==> src/design/tcr_pkg.sv <==
// Shared types, constants and helper functions for the triangle coverage rasterizer.
package tcr_pkg;

	localparam int COORD_BITS = 12;
	localparam int DIFF_BITS  = COORD_BITS + 1;
	localparam int PROD_BITS  = 2 * DIFF_BITS;
	localparam int SUM_BITS   = PROD_BITS + 2;
	localparam int QDEPTH     = 4;
	localparam int QADDR_BITS = $clog2(QDEPTH);
	localparam int QCNT_BITS  = $clog2(QDEPTH + 1);

	localparam logic KIND_LOAD = 1'b0;
	localparam logic KIND_STEP = 1'b1;

	typedef logic [COORD_BITS-1:0] coord_t;
	typedef logic signed [DIFF_BITS-1:0] diff_t;
	typedef logic signed [PROD_BITS-1:0] prod_t;
	typedef logic signed [SUM_BITS-1:0] sum_t;

	typedef struct packed {
		coord_t ax;
		coord_t ay;
		diff_t  e1x;
		diff_t  e1y;
		diff_t  e2x;
		diff_t  e2y;
	} tri_t;

	typedef struct packed {
		logic   pix;
		coord_t x;
		coord_t y;
		logic   last;
	} meta_t;

	typedef struct packed {
		meta_t meta;
		tri_t  geom;
	} entry_t;

	function automatic coord_t min3(input coord_t a, input coord_t b, input coord_t c);
		coord_t m;
		m = (a < b) ? a : b;
		return (m < c) ? m : c;
	endfunction

	function automatic coord_t max3(input coord_t a, input coord_t b, input coord_t c);
		coord_t m;
		m = (a > b) ? a : b;
		return (m > c) ? m : c;
	endfunction

	function automatic diff_t coord_diff(input coord_t a, input coord_t b);
		return $signed({1'b0, a}) - $signed({1'b0, b});
	endfunction

endpackage

==> src/design/tcr_front.sv <==
// Front end: takes load and step transactions, keeps the triangle and scan cursor.
module tcr_front (
	input  logic                 clk,
	input  logic                 arst_n,
	input  logic                 in_valid,
	output logic                 in_stall,
	input  logic                 kind,
	input  tcr_pkg::coord_t      vertex_ax,
	input  tcr_pkg::coord_t      vertex_ay,
	input  tcr_pkg::coord_t      vertex_bx,
	input  tcr_pkg::coord_t      vertex_by,
	input  tcr_pkg::coord_t      vertex_cx,
	input  tcr_pkg::coord_t      vertex_cy,
	output logic                 push_valid,
	input  logic                 push_stall,
	output tcr_pkg::entry_t      push_entry
);

	tcr_pkg::tri_t   tri_q;
	tcr_pkg::coord_t xmin_q, ymin_q, xmax_q, ymax_q;
	tcr_pkg::coord_t cur_x_q, cur_y_q;
	logic            active_q;
	logic            accept;
	logic            end_col, end_all;

	assign in_stall   = push_stall;
	assign push_valid = in_valid;
	assign accept     = in_valid && !push_stall;
	assign end_col    = (cur_y_q >= ymax_q);
	assign end_all    = end_col && (cur_x_q >= xmax_q);

	always_comb begin
		push_entry      = '0;
		push_entry.geom = tri_q;
		if (kind == tcr_pkg::KIND_STEP && active_q) begin
			push_entry.meta.pix  = 1'b1;
			push_entry.meta.x    = cur_x_q;
			push_entry.meta.y    = cur_y_q;
			push_entry.meta.last = end_all;
		end
	end

	always_ff @(posedge clk or negedge arst_n) begin
		if (!arst_n) begin
			tri_q    <= '0;
			xmin_q   <= '0;
			ymin_q   <= '0;
			xmax_q   <= '0;
			ymax_q   <= '0;
			cur_x_q  <= '0;
			cur_y_q  <= '0;
			active_q <= 1'b0;
		end else if (accept) begin
			if (kind == tcr_pkg::KIND_LOAD) begin
				tri_q.ax  <= vertex_ax;
				tri_q.ay  <= vertex_ay;
				tri_q.e1x <= tcr_pkg::coord_diff(vertex_bx, vertex_ax);
				tri_q.e1y <= tcr_pkg::coord_diff(vertex_by, vertex_ay);
				tri_q.e2x <= tcr_pkg::coord_diff(vertex_cx, vertex_ax);
				tri_q.e2y <= tcr_pkg::coord_diff(vertex_cy, vertex_ay);
				xmin_q    <= tcr_pkg::min3(vertex_ax, vertex_bx, vertex_cx);
				ymin_q    <= tcr_pkg::min3(vertex_ay, vertex_by, vertex_cy);
				xmax_q    <= tcr_pkg::max3(vertex_ax, vertex_bx, vertex_cx);
				ymax_q    <= tcr_pkg::max3(vertex_ay, vertex_by, vertex_cy);
				cur_x_q   <= tcr_pkg::min3(vertex_ax, vertex_bx, vertex_cx);
				cur_y_q   <= tcr_pkg::min3(vertex_ay, vertex_by, vertex_cy);
				active_q  <= 1'b1;
			end else if (active_q) begin
				if (end_all) begin
					active_q <= 1'b0;
				end else if (end_col) begin
					cur_y_q <= ymin_q;
					cur_x_q <= cur_x_q + 1'b1;
				end else begin
					cur_y_q <= cur_y_q + 1'b1;
				end
			end
		end
	end

endmodule

==> src/design/tcr_queue.sv <==
// Small register queue that decouples the front end from the coverage pipeline.
module tcr_queue (
	input  logic            clk,
	input  logic            arst_n,
	input  logic            push_valid,
	output logic            push_stall,
	input  tcr_pkg::entry_t push_entry,
	output logic            pop_valid,
	input  logic            pop_stall,
	output tcr_pkg::entry_t pop_entry
);

	tcr_pkg::entry_t                     slot_q [tcr_pkg::QDEPTH];
	logic [tcr_pkg::QADDR_BITS-1:0]      wr_ptr_q, rd_ptr_q;
	logic [tcr_pkg::QCNT_BITS-1:0]       count_q;
	logic                                do_push, do_pop;

	assign push_stall = (count_q == tcr_pkg::QCNT_BITS'(tcr_pkg::QDEPTH));
	assign pop_valid  = (count_q != '0);
	assign pop_entry  = slot_q[rd_ptr_q];
	assign do_push    = push_valid && !push_stall;
	assign do_pop     = pop_valid && !pop_stall;

	always_ff @(posedge clk) begin
		if (do_push) begin
			slot_q[wr_ptr_q] <= push_entry;
		end
	end

	always_ff @(posedge clk or negedge arst_n) begin
		if (!arst_n) begin
			wr_ptr_q <= '0;
			rd_ptr_q <= '0;
			count_q  <= '0;
		end else begin
			if (do_push) begin
				wr_ptr_q <= wr_ptr_q + 1'b1;
			end
			if (do_pop) begin
				rd_ptr_q <= rd_ptr_q + 1'b1;
			end
			if (do_push && !do_pop) begin
				count_q <= count_q + 1'b1;
			end else if (do_pop && !do_push) begin
				count_q <= count_q - 1'b1;
			end
		end
	end

endmodule

==> src/design/tcr_back.sv <==
// Back end: four-stage edge-function pipeline that decides pixel coverage.
module tcr_back (
	input  logic            clk,
	input  logic            arst_n,
	input  logic            pop_valid,
	output logic            pop_stall,
	input  tcr_pkg::entry_t pop_entry,
	output logic            out_valid,
	input  logic            out_stall,
	output logic            valid_res,
	output tcr_pkg::coord_t pixel_x,
	output tcr_pkg::coord_t pixel_y,
	output logic            covered,
	output logic            last
);

	// Stage 1: offsets from vertex A.
	logic            v_s1;
	tcr_pkg::meta_t  meta_s1;
	tcr_pkg::diff_t  e1x_s1, e1y_s1, e2x_s1, e2y_s1, dx_s1, dy_s1;
	// Stage 2: the six partial products.
	logic            v_s2;
	tcr_pkg::meta_t  meta_s2;
	tcr_pkg::prod_t  p_e2x_dy_s2, p_dx_e2y_s2, p_dx_e1y_s2;
	tcr_pkg::prod_t  p_e1x_dy_s2, p_e1x_e2y_s2, p_e2x_e1y_s2;
	// Stage 3: edge weights and doubled area.
	logic            v_s3;
	tcr_pkg::meta_t  meta_s3;
	tcr_pkg::prod_t  wb_s3, wc_s3, area_s3;
	// Stage 4: output register.
	logic            v_s4;
	tcr_pkg::meta_t  meta_s4;
	logic            cov_s4;

	logic            adv1, adv2, adv3, adv4;
	tcr_pkg::sum_t   wa, wb_ext, wc_ext, area_ext;
	logic            area_pos, all_pos, all_neg, cov_next;

	assign adv4      = !v_s4 || !out_stall;
	assign adv3      = !v_s3 || adv4;
	assign adv2      = !v_s2 || adv3;
	assign adv1      = !v_s1 || adv2;
	assign pop_stall = !adv1;

	assign wb_ext   = tcr_pkg::SUM_BITS'(wb_s3);
	assign wc_ext   = tcr_pkg::SUM_BITS'(wc_s3);
	assign area_ext = tcr_pkg::SUM_BITS'(area_s3);
	assign wa       = area_ext - wb_ext - wc_ext;
	assign area_pos = (area_s3 > 0);
	assign all_pos  = (wa > 0) && (wb_s3 > 0) && (wc_s3 > 0);
	assign all_neg  = (wa < 0) && (wb_s3 < 0) && (wc_s3 < 0);
	assign cov_next = meta_s3.pix && (area_s3 != '0) && (area_pos ? all_pos : all_neg);

	always_ff @(posedge clk or negedge arst_n) begin
		if (!arst_n) begin
			v_s1 <= 1'b0;
			v_s2 <= 1'b0;
			v_s3 <= 1'b0;
			v_s4 <= 1'b0;
		end else begin
			if (adv1) v_s1 <= pop_valid;
			if (adv2) v_s2 <= v_s1;
			if (adv3) v_s3 <= v_s2;
			if (adv4) v_s4 <= v_s3;
		end
	end

	always_ff @(posedge clk) begin
		if (adv1) begin
			meta_s1 <= pop_entry.meta;
			e1x_s1  <= pop_entry.geom.e1x;
			e1y_s1  <= pop_entry.geom.e1y;
			e2x_s1  <= pop_entry.geom.e2x;
			e2y_s1  <= pop_entry.geom.e2y;
			dx_s1   <= tcr_pkg::coord_diff(pop_entry.geom.ax, pop_entry.meta.x);
			dy_s1   <= tcr_pkg::coord_diff(pop_entry.geom.ay, pop_entry.meta.y);
		end
		if (adv2) begin
			meta_s2      <= meta_s1;
			p_e2x_dy_s2  <= e2x_s1 * dy_s1;
			p_dx_e2y_s2  <= dx_s1 * e2y_s1;
			p_dx_e1y_s2  <= dx_s1 * e1y_s1;
			p_e1x_dy_s2  <= e1x_s1 * dy_s1;
			p_e1x_e2y_s2 <= e1x_s1 * e2y_s1;
			p_e2x_e1y_s2 <= e2x_s1 * e1y_s1;
		end
		if (adv3) begin
			meta_s3 <= meta_s2;
			wb_s3   <= p_e2x_dy_s2 - p_dx_e2y_s2;
			wc_s3   <= p_dx_e1y_s2 - p_e1x_dy_s2;
			area_s3 <= p_e1x_e2y_s2 - p_e2x_e1y_s2;
		end
		if (adv4) begin
			meta_s4 <= meta_s3;
			cov_s4  <= cov_next;
		end
	end

	assign out_valid = v_s4;
	assign valid_res = meta_s4.pix;
	assign pixel_x   = meta_s4.x;
	assign pixel_y   = meta_s4.y;
	assign covered   = cov_s4;
	assign last      = meta_s4.last;

endmodule

==> src/design/triangle_coverage_raster.sv <==
// Top level of the triangle coverage rasterizer: front end, queue and coverage pipeline.
// A result passes through a queue slot and then the back-end pipeline registers before it reaches the output.
// Throughput: one transaction per cycle while neither the queue nor the output stalls.
// The four-entry queue lets the front end keep accepting while the output is stalled, until the queue is full.
// Reset is asynchronous and active low; it clears the stored triangle, bounds, cursor,
// the queue and all pipeline valid bits, leaving no triangle loaded.
module triangle_coverage_raster (
	input  logic            clk,
	input  logic            arst_n,
	input  logic            in_valid,
	output logic            in_stall,
	input  logic            kind,
	input  tcr_pkg::coord_t vertex_ax,
	input  tcr_pkg::coord_t vertex_ay,
	input  tcr_pkg::coord_t vertex_bx,
	input  tcr_pkg::coord_t vertex_by,
	input  tcr_pkg::coord_t vertex_cx,
	input  tcr_pkg::coord_t vertex_cy,
	output logic            out_valid,
	input  logic            out_stall,
	output logic            valid_res,
	output tcr_pkg::coord_t pixel_x,
	output tcr_pkg::coord_t pixel_y,
	output logic            covered,
	output logic            last
);

	// Every accepted transaction, load or step, turns into exactly one queue entry.
	// Step transactions on an active triangle carry the pixel position and the
	// triangle's edge vectors, so a later load cannot disturb pixels still in flight.
	logic            push_valid, push_stall;
	tcr_pkg::entry_t push_entry;
	logic            pop_valid, pop_stall;
	tcr_pkg::entry_t pop_entry;

	// The front end owns the vertex store, bounding box and scan cursor.
	// It walks the box with x as the outer loop and y as the inner loop.
	tcr_front u_front (
		.clk        (clk),
		.arst_n     (arst_n),
		.in_valid   (in_valid),
		.in_stall   (in_stall),
		.kind       (kind),
		.vertex_ax  (vertex_ax),
		.vertex_ay  (vertex_ay),
		.vertex_bx  (vertex_bx),
		.vertex_by  (vertex_by),
		.vertex_cx  (vertex_cx),
		.vertex_cy  (vertex_cy),
		.push_valid (push_valid),
		.push_stall (push_stall),
		.push_entry (push_entry)
	);

	// The queue lets the front and back halves stall independently.
	tcr_queue u_queue (
		.clk        (clk),
		.arst_n     (arst_n),
		.push_valid (push_valid),
		.push_stall (push_stall),
		.push_entry (push_entry),
		.pop_valid  (pop_valid),
		.pop_stall  (pop_stall),
		.pop_entry  (pop_entry)
	);

	// The back end evaluates the exact integer edge functions. A pixel counts as
	// covered only if the area is nonzero and all three weights share its sign
	// strictly, so pixels on an edge or vertex are never covered.
	tcr_back u_back (
		.clk        (clk),
		.arst_n     (arst_n),
		.pop_valid  (pop_valid),
		.pop_stall  (pop_stall),
		.pop_entry  (pop_entry),
		.out_valid  (out_valid),
		.out_stall  (out_stall),
		.valid_res  (valid_res),
		.pixel_x    (pixel_x),
		.pixel_y    (pixel_y),
		.covered    (covered),
		.last       (last)
	);

endmodule

==> config.mk <==
export PLATFORM = sky130hd
export DESIGN_NAME = triangle_coverage_raster
export DESIGN_NICKNAME = d
export VERILOG_FILES = /design/src/design/tcr_pkg.sv /design/src/design/tcr_front.sv /design/src/design/tcr_queue.sv /design/src/design/tcr_back.sv /design/src/design/triangle_coverage_raster.sv
export SDC_FILE = /design/constraint.sdc
export NUM_CORES = 2
export LEC_CHECK = 0
export BUFFER_PORTS_ARGS = -buffer_cell sky130_fd_sc_hd__buf_2
export CAP_MARGIN = 20
export CORE_MARGIN = 2
export CORE_UTILIZATION = 30
export DETAILED_ROUTE_END_ITERATION = 8
export PLACE_DENSITY_LB_ADDON = 0.12
export SLEW_MARGIN = 30
export SYNTH_ARGS = -nofsm -noshare
export SYNTH_HDL_FRONTEND = slang
export SYNTH_SLANG_ARGS = --single-unit
==> constraint.sdc <==
create_clock -name clk -period 6.65 [get_ports clk]
set_input_delay 0.665 -clock clk [delete_from_list [all_inputs] [get_ports clk]]
set_output_delay 0.665 -clock clk [all_outputs]
set_load 0.005 [all_outputs]
Word level (Yosys, flattened, before mapping)
Memories as Yosys holds them, arrays and structs flattened. Index checks and enable logic that the tools add are counted.

Register bits: 565. Bits in latches: 0. Bits in writable memories: 408. ROM bits: 0. Output and inout bits: 29. Word-level logic and storage cells: 152. Memories kept: 1.

Memory list: u_queue.slot_q (words 4, width 102, rd ports 1, clocked after Yosys merged registers in 0, write ports 1, line tcr_queue.sv:13) `tcr_pkg::entry_t slot_q [tcr_pkg::QDEPTH];`.

Add/subtract/negate cells: 17. $mul: 6. Divide/modulo/power cells: 0. Order comparisons: 17. Equality and inequality tests: 4. Shifts and indexed selects: 0. Multiplexer cells: 25. Bitwise gates (word level): 1. Reductions and logical operators: 30.

Operators with widths (number): 12-bit 2-to-1 mux (16); 13-bit by 13-bit multiplier with 26-bit output (6); 26-bit by 1-bit greater-than comparator with 1-bit output (second input constant) (3); 12-bit by 12-bit subtractor with 13-bit output (6); 26-bit subtractor (3); 26-bit by 1-bit less-than comparator with 1-bit output (second input constant) (2); 12-bit greater-than comparator (4); 12-bit less-than comparator (4); 28-bit by 1-bit greater-than comparator with 1-bit output (second input constant) (1); 28-bit by 1-bit less-than comparator with 1-bit output (second input constant) (1); 27-bit by 26-bit subtractor with 28-bit output (1); 26-bit by 26-bit subtractor with 27-bit output (1); 26-bit 2-to-1 mux (1); 26-bit nonzero test (1); 12-bit by 1-bit adder with 12-bit output (second input constant) (2); 12-bit greater-or-equal comparator (2); 1-bit logical AND (12); 1-bit logical NOT (8); 1-bit 2-to-1 mux (6); 3-bit 2-to-1 mux (2); 2-bit by 1-bit adder with 2-bit output (second input constant) (2); 1-bit logical OR (4); 2-bit by 1-bit inequality test with 1-bit output (second input constant) (2); 4-bit AND reduction (1); other kinds (9) (9).

Longest topological paths before layout
Word-level depth: 9. Mapped depth: 25.

Cells and area by module
A second synthesis with hierarchy kept.

Cell total of the unflattened synthesis: 7521. Area, all modules: 84123.2 um2.

Modules (own cells, without submodules): tcr_back (times used 1, cells an instance 5729, area each 58172.0 um2, seq. area each 12622.1 um2); tcr_queue (times used 1, cells an instance 569, area each 15195.8 um2, seq. area each 12426.9 um2); tcr_front (times used 1, cells an instance 1223, area each 10755.3 um2, seq. area each 3428.3 um2).

Least setup slack after synthesis
Ideal clock, no wire load.

Path kind: register -> register. Start: register u_back.e1x_s1[7]. End: register u_back.p_e1x_dy_s2[23] (data pin). Library setup time: 0.259 ns. Arrival time: 5.894 ns. Required time: 6.391 ns. Slack: 0.497 ns. Cell stages (with the launch flop): 23. Clock period less this slack: 6.153 ns. Cells stage by stage: edfxtp_1 > clkbuf_1 > and2_1 > fa_1 > inv_1 > fa_1 > inv_1 > fa_1 > inv_1 > fa_1 > inv_1 > fa_1 > ha_1 > ha_1 > o21ai_1 > a21boi_1 > o41ai_1 > o22ai_1 > o41a_1 > a21o_1 > a41o_1 > o41a_1 > xor2_1.

Longest elaborated chain between the ends: 1.

Ends and longest elaborated chain: from (decl) (line tcr_back.sv:20) `tcr_pkg::diff_t e1x_s1, e1y_s1, e2x_s1, e2y_s1, dx_s1, dy_s1;`; from (signal assigned) (line tcr_back.sv:71) `e1x_s1 <= pop_entry.geom.e1x;`; 13-bit by 13-bit multiplier with 26-bit output (line tcr_back.sv:83) `p_e1x_dy_s2 <= e1x_s1 * dy_s1;`; to (signal assigned) (line tcr_back.sv:83); to (decl) (line tcr_back.sv:25) `tcr_pkg::prod_t p_e1x_dy_s2, p_e1x_e2y_s2, p_e2x_e1y_s2;`.

No other way between the ends. A chain may end at the register's enable or synchronous reset.

Worst setup path in the final report
Start: register u_back.e1x_s1[10]. End: register u_back.p_e1x_dy_s2[23] (data pin).

Same word-level chain as after synthesis.

==> report_table.html <==
<table>
<tr><th>Metric</th><th>Value</th></tr>
<tr><th colspan="2">Status</th></tr>
<tr><td>Status</td><td>completed</td></tr>
<tr><th colspan="2">Timing</th></tr>
<tr><td>Count of final max-slew check failures</td><td>0</td></tr>
<tr><td>Highest clock rate</td><td>about 160 MHz</td></tr>
<tr><td>Fin Hold WS</td><td>0.1843 ns</td></tr>
<tr><td>Post-route minimum period</td><td>around 6.4 ns</td></tr>
<tr><td>Measured slew at the worst slew-check pin</td><td>0.9362 ns</td></tr>
<tr><td>Headroom to the max-slew limit</td><td>0.3759</td></tr>
<tr><td>Final Setup Violations</td><td>0</td></tr>
<tr><td>Setup repair after global routing missed its margin</td><td>false</td></tr>
<tr><td>Period Utilization, post-route</td><td>0.9608</td></tr>
<tr><td>Final clock skew</td><td>0.09354 ns</td></tr>
<tr><td>Sum of negative setup slack</td><td>0 ns</td></tr>
<tr><td>Number of endpoints with negative hold slack in the final report</td><td>0</td></tr>
<tr><th colspan="2">Worst setup path</th></tr>
<tr><td>Master of the slowest instance on the critical path</td><td>sky130_fd_sc_hd__edfxtp_1</td></tr>
<tr><td>Crit path arrival time</td><td>6.87 ns</td></tr>
<tr><td>Kind of cell with the highest combined delay on the critical path</td><td>adder cells</td></tr>
<tr><td>CP Class</td><td>reg2reg</td></tr>
<tr><td>Worst Setup Start Kind</td><td>flop</td></tr>
<tr><td>Series of cell instances along the critical path</td><td>nand2_1, fa_1, fa_1, inv_1, fa_1, inv_1, fa_1, inv_1, fa_1, ha_1, ha_1, o41ai_1, o22ai_1, o41a_1, a21o_1, a41o_1, o41a_1, xor2_1</td></tr>
<tr><td>Worst endpoint required time</td><td>7.13 ns</td></tr>
<tr><td>Kind of end point of the critical path</td><td>flop</td></tr>
<tr><td>Worst Path Buf+Inv</td><td>3</td></tr>
<tr><td>Max stage delay on crit path</td><td>about 0.74 ns</td></tr>
<tr><td>CP dominant cell by count</td><td>sky130_fd_sc_hd__fa_1</td></tr>
<tr><td>Maximum net fanout on the critical path</td><td>10</td></tr>
<tr><th colspan="2">Cells and area</th></tr>
<tr><td>Signed area change from the synthesized netlist to the final layout</td><td>12.36%</td></tr>
<tr><td>Most frequent cells in the layout</td><td>1380 x sky130_fd_sc_hd__inv_1, 1008 x sky130_fd_sc_hd__fa_1, 825 x sky130_fd_sc_hd__edfxtp_1, 754 x sky130_fd_sc_hd__nand2_1, 655 x sky130_fd_sc_hd__ha_1</td></tr>
<tr><td>Max FFs per register</td><td>408</td></tr>
<tr><td>Proportion of layout cells with a drive suffix above 1</td><td>0.09184</td></tr>
<tr><td>Final nets</td><td>9395</td></tr>
<tr><td>Most frequent standard cell in the layout excluding fill and tap cells</td><td>sky130_fd_sc_hd__inv_1</td></tr>
<tr><td>Reg with most FFs</td><td>u_queue.slot_q</td></tr>
<tr><th colspan="2">Synth</th></tr>
<tr><td>Synthesis warning total</td><td>0</td></tr>
<tr><td>Number of register bits inferred by synthesis</td><td>973</td></tr>
<tr><td>Compound-gate portion of the synthesized area</td><td>0.06529</td></tr>
<tr><td>Mapped Cells</td><td>7447</td></tr>
<tr><td>Share of synthesized cell area in full adder, half adder and majority cells</td><td>0.3412</td></tr>
<tr><td>Area contributors post-synth</td><td>sky130_fd_sc_hd__edfxtp_1 30%, sky130_fd_sc_hd__fa_1 24%, sky130_fd_sc_hd__ha_1 9.9%, sky130_fd_sc_hd__inv_1 6.2%, sky130_fd_sc_hd__dfrtp_1 4.5%</td></tr>
<tr><td>Synth Area per Inst</td><td>about 11 um^2</td></tr>
<tr><td>Synth Net Count</td><td>9187</td></tr>
<tr><td>Top cell type by total area after synthesis</td><td>sky130_fd_sc_hd__edfxtp_1</td></tr>
<tr><td>Dominant combinational cell family by area after synthesis</td><td>adder cells</td></tr>
<tr><td>Post-synthesis mux area share</td><td>0.03882</td></tr>
<tr><td>Flip-flop cell with the highest count after synthesis</td><td>sky130_fd_sc_hd__edfxtp_1</td></tr>
<tr><td>EDFF count, synth</td><td>825</td></tr>
<tr><td>Total standard cell area after synthesis</td><td>~83000 um^2</td></tr>
<tr><td>Library cells used by synthesis</td><td>86</td></tr>
<tr><td>Simple logic cell fraction of the synthesized area</td><td>0.1090</td></tr>
<tr><td>Area share of the leading cell type in the synthesized netlist</td><td>0.2979</td></tr>
<tr><td>Share of flip-flops with an asynchronous set or reset after synthesis</td><td>0.1521</td></tr>
<tr><td>Sequential cell area fraction in the yosys report</td><td>0.3424</td></tr>
<tr><td>Fraction of synthesized cell area in xor and xnor cells</td><td>0.02970</td></tr>
<tr><th colspan="2">Placement</th></tr>
<tr><td>Number of port buffers</td><td>105</td></tr>
<tr><td>Placer congestion estimate</td><td>0.8482</td></tr>
<tr><td>Final HPWL from detailed placement</td><td>approximately 190 mm</td></tr>
<tr><th colspan="2">Route</th></tr>
<tr><td>Antenna viol nets, final</td><td>0</td></tr>
<tr><td>Post-Route WL</td><td>240.8 mm</td></tr>
<tr><td>DRC violations left</td><td>0</td></tr>
<tr><td>Number of detailed-routing iterations run before antenna repair</td><td>6</td></tr>
<tr><td>Average via count per standard cell</td><td>around 4.6</td></tr>
<tr><td>Routed length per placed instance</td><td>21.00 um</td></tr>
<tr><td>Number of DRC markers after the initial detailed-route iteration</td><td>2908</td></tr>
<tr><td>Via count of the routed design</td><td>about 53000</td></tr>
<tr><th colspan="2">GRT</th></tr>
<tr><td>Met1 layer usage reported by global route</td><td>0.2394</td></tr>
<tr><td>Wire length of the first global-routing pass</td><td>around 370 mm</td></tr>
<tr><td>Busiest grt layer</td><td>met2</td></tr>
<tr><td>Global-route met2 utilization</td><td>0.2957</td></tr>
<tr><td>Via count of the first global-routing pass</td><td>around 58000</td></tr>
<tr><td>Pin count of the biggest net entering global routing</td><td>110</td></tr>
<tr><td>Antenna violations before repair</td><td>11</td></tr>
<tr><td>M3 GR Usage</td><td>0.01716</td></tr>
<tr><td>Overall track demand over capacity in global routing</td><td>0.1743</td></tr>
<tr><td>Overflow left after global routing</td><td>0</td></tr>
<tr><th colspan="2">Flow run</th></tr>
<tr><td>Number of max-capacitance violations reported</td><td>0</td></tr>
<tr><th colspan="2">Worst hold path</th></tr>
<tr><td>Worst hold path type</td><td>in2reg</td></tr>
<tr><th colspan="2">Floorplanning</th></tr>
<tr><td>Starting density of the core</td><td>0.3013</td></tr>
<tr><td>Die extent in y</td><td>530.5 um</td></tr>
<tr><td>Ports</td><td>106</td></tr>
<tr><td>Die area</td><td>281400 um^2</td></tr>
<tr><td>Standard-cell row count</td><td>193</td></tr>
<tr><td>Placeable core region</td><td>approximately 280000 um^2</td></tr>
<tr><td>Width of the die</td><td>~530 um</td></tr>
<tr><th colspan="2">Clocking</th></tr>
<tr><td>H-tree Lvls</td><td>3</td></tr>
<tr><td>Clock transition at the registers of the reported paths</td><td>0.06 ns</td></tr>
<tr><td>Worst skew pair latency</td><td>0.82 ns</td></tr>
<tr><td>CTS tree</td><td>done</td></tr>
<tr><td>Clk Tree Root Cell</td><td>sky130_fd_sc_hd__clkbuf_16</td></tr>
<tr><td>CTS max path bufs</td><td>3</td></tr>
<tr><td>TritonCTS buffer count</td><td>115</td></tr>
<tr><td>Clock sinks</td><td>973</td></tr>
</table>
worst paths after layout:
| check | from | endpoint | slack, ns | cells past startpoint |
|---|---|---|---|---|
| max | u_back.e1x_s1[10] | u_back.p_e1x_dy_s2[23] | 0.26 | 18 |
| min | vertex_cy[1] | u_front.ymax_q[1] | 0.18 | 3 |
| max reg2reg | u_back.e1x_s1[10] | u_back.p_e1x_dy_s2[23] | 0.26 | 18 |
| min reg2reg | u_back.meta_s3[13] | u_back.pixel_x[0] | 0.39 | 0 |
| max in group asynchronous | arst_n | u_front.push_entry[19] | 5.00 | 3 |
| min in group asynchronous | arst_n | u_front.ymin_q[6] | 0.44 | 2 |
cell usage after synthesis (17+ instances only):
master / count
sky130_fd_sc_hd__nand3_1: 62
sky130_fd_sc_hd__ha_1: 655
sky130_fd_sc_hd__nor3_1: 66
sky130_fd_sc_hd__a31oi_1: 25
sky130_fd_sc_hd__o31ai_1: 25
sky130_fd_sc_hd__nor2_1: 255
sky130_fd_sc_hd__a211oi_1: 17
sky130_fd_sc_hd__nand2_1: 757
sky130_fd_sc_hd__a21boi_0: 36
sky130_fd_sc_hd__o211ai_1: 21
sky130_fd_sc_hd__o21ai_1: 21
sky130_fd_sc_hd__o21a_1: 36
sky130_fd_sc_hd__mux4_2: 102
sky130_fd_sc_hd__edfxtp_1: 825
sky130_fd_sc_hd__xnor2_1: 225
sky130_fd_sc_hd__nand2b_1: 59
sky130_fd_sc_hd__and2_1: 460
sky130_fd_sc_hd__a21oi_1: 207
sky130_fd_sc_hd__and3_1: 51
sky130_fd_sc_hd__xor2_1: 57
sky130_fd_sc_hd__nor4_1: 21
sky130_fd_sc_hd__fa_1: 1008
sky130_fd_sc_hd__or3_1: 18
sky130_fd_sc_hd__mux2i_1: 39
sky130_fd_sc_hd__nor2b_1: 47
sky130_fd_sc_hd__a21o_1: 69
sky130_fd_sc_hd__nand4_1: 35
sky130_fd_sc_hd__clkbuf_1: 223
sky130_fd_sc_hd__mux2_2: 48
sky130_fd_sc_hd__dfrtp_1: 148
sky130_fd_sc_hd__o21ai_0: 214
sky130_fd_sc_hd__inv_1: 1381
routing by layer:
metal / vias up / wire length (um)
met5: - / 34
met4: 6 / 5380
met3: 227 / 6458
met2: 746 / 115700
met1: 27280 / 113200
li1: 24800 / -
worst min-delay path, stage by stage:
cell                       delay (ns)
sky130_fd_sc_hd__buf_2           0.14
sky130_fd_sc_hd__nand2_1         0.06
sky130_fd_sc_hd__o221ai_1        0.09
timing repair:
item	CTS	global route
setup endpoints to repair	0	5
buffers inserted	0	12
resized for setup	0	2
hold buffers	1	0
hold endpoints to repair	64	0
kinds of logic after synthesis:
logic type                 Yosys count
xor gates and xnor gates           282
AOI/OAI and AO/OA                  840
adders and majority gates         1663
and+or+nand+nor                   1872
buffers and inverters             1628
DFF                                973
muxes                              189
per-stage QoR:
stage	std cells	setup WS (ns)	area [um^2]	utilization
floorplan	7447	0.4966	83170	-
global placement	11230	0.1360	89480	0.3242
detailed placement	11230	0.2048	89490	0.3242
CTS	11450	0.1288	93320	0.3381
global route	11460	0.002588	93440	0.3385
finish	11460	0.2610	93450	0.3386
layout make-up:
cell class                 instances  area [um^2]
clock buffer                     151         3103
fill                           27850       182600
clock inverter                    64        715.7
tap                             3705         4636
timing repair buffer             335         2661
inverter                        1384         5197
antenna                            5        12.51
sequential                       973        28480
multi-input combinational       4846        48640
Power is left out: the tool's default activity adds up to more than one toggle a clock period on the data nets, which glitch-free logic cannot reach.
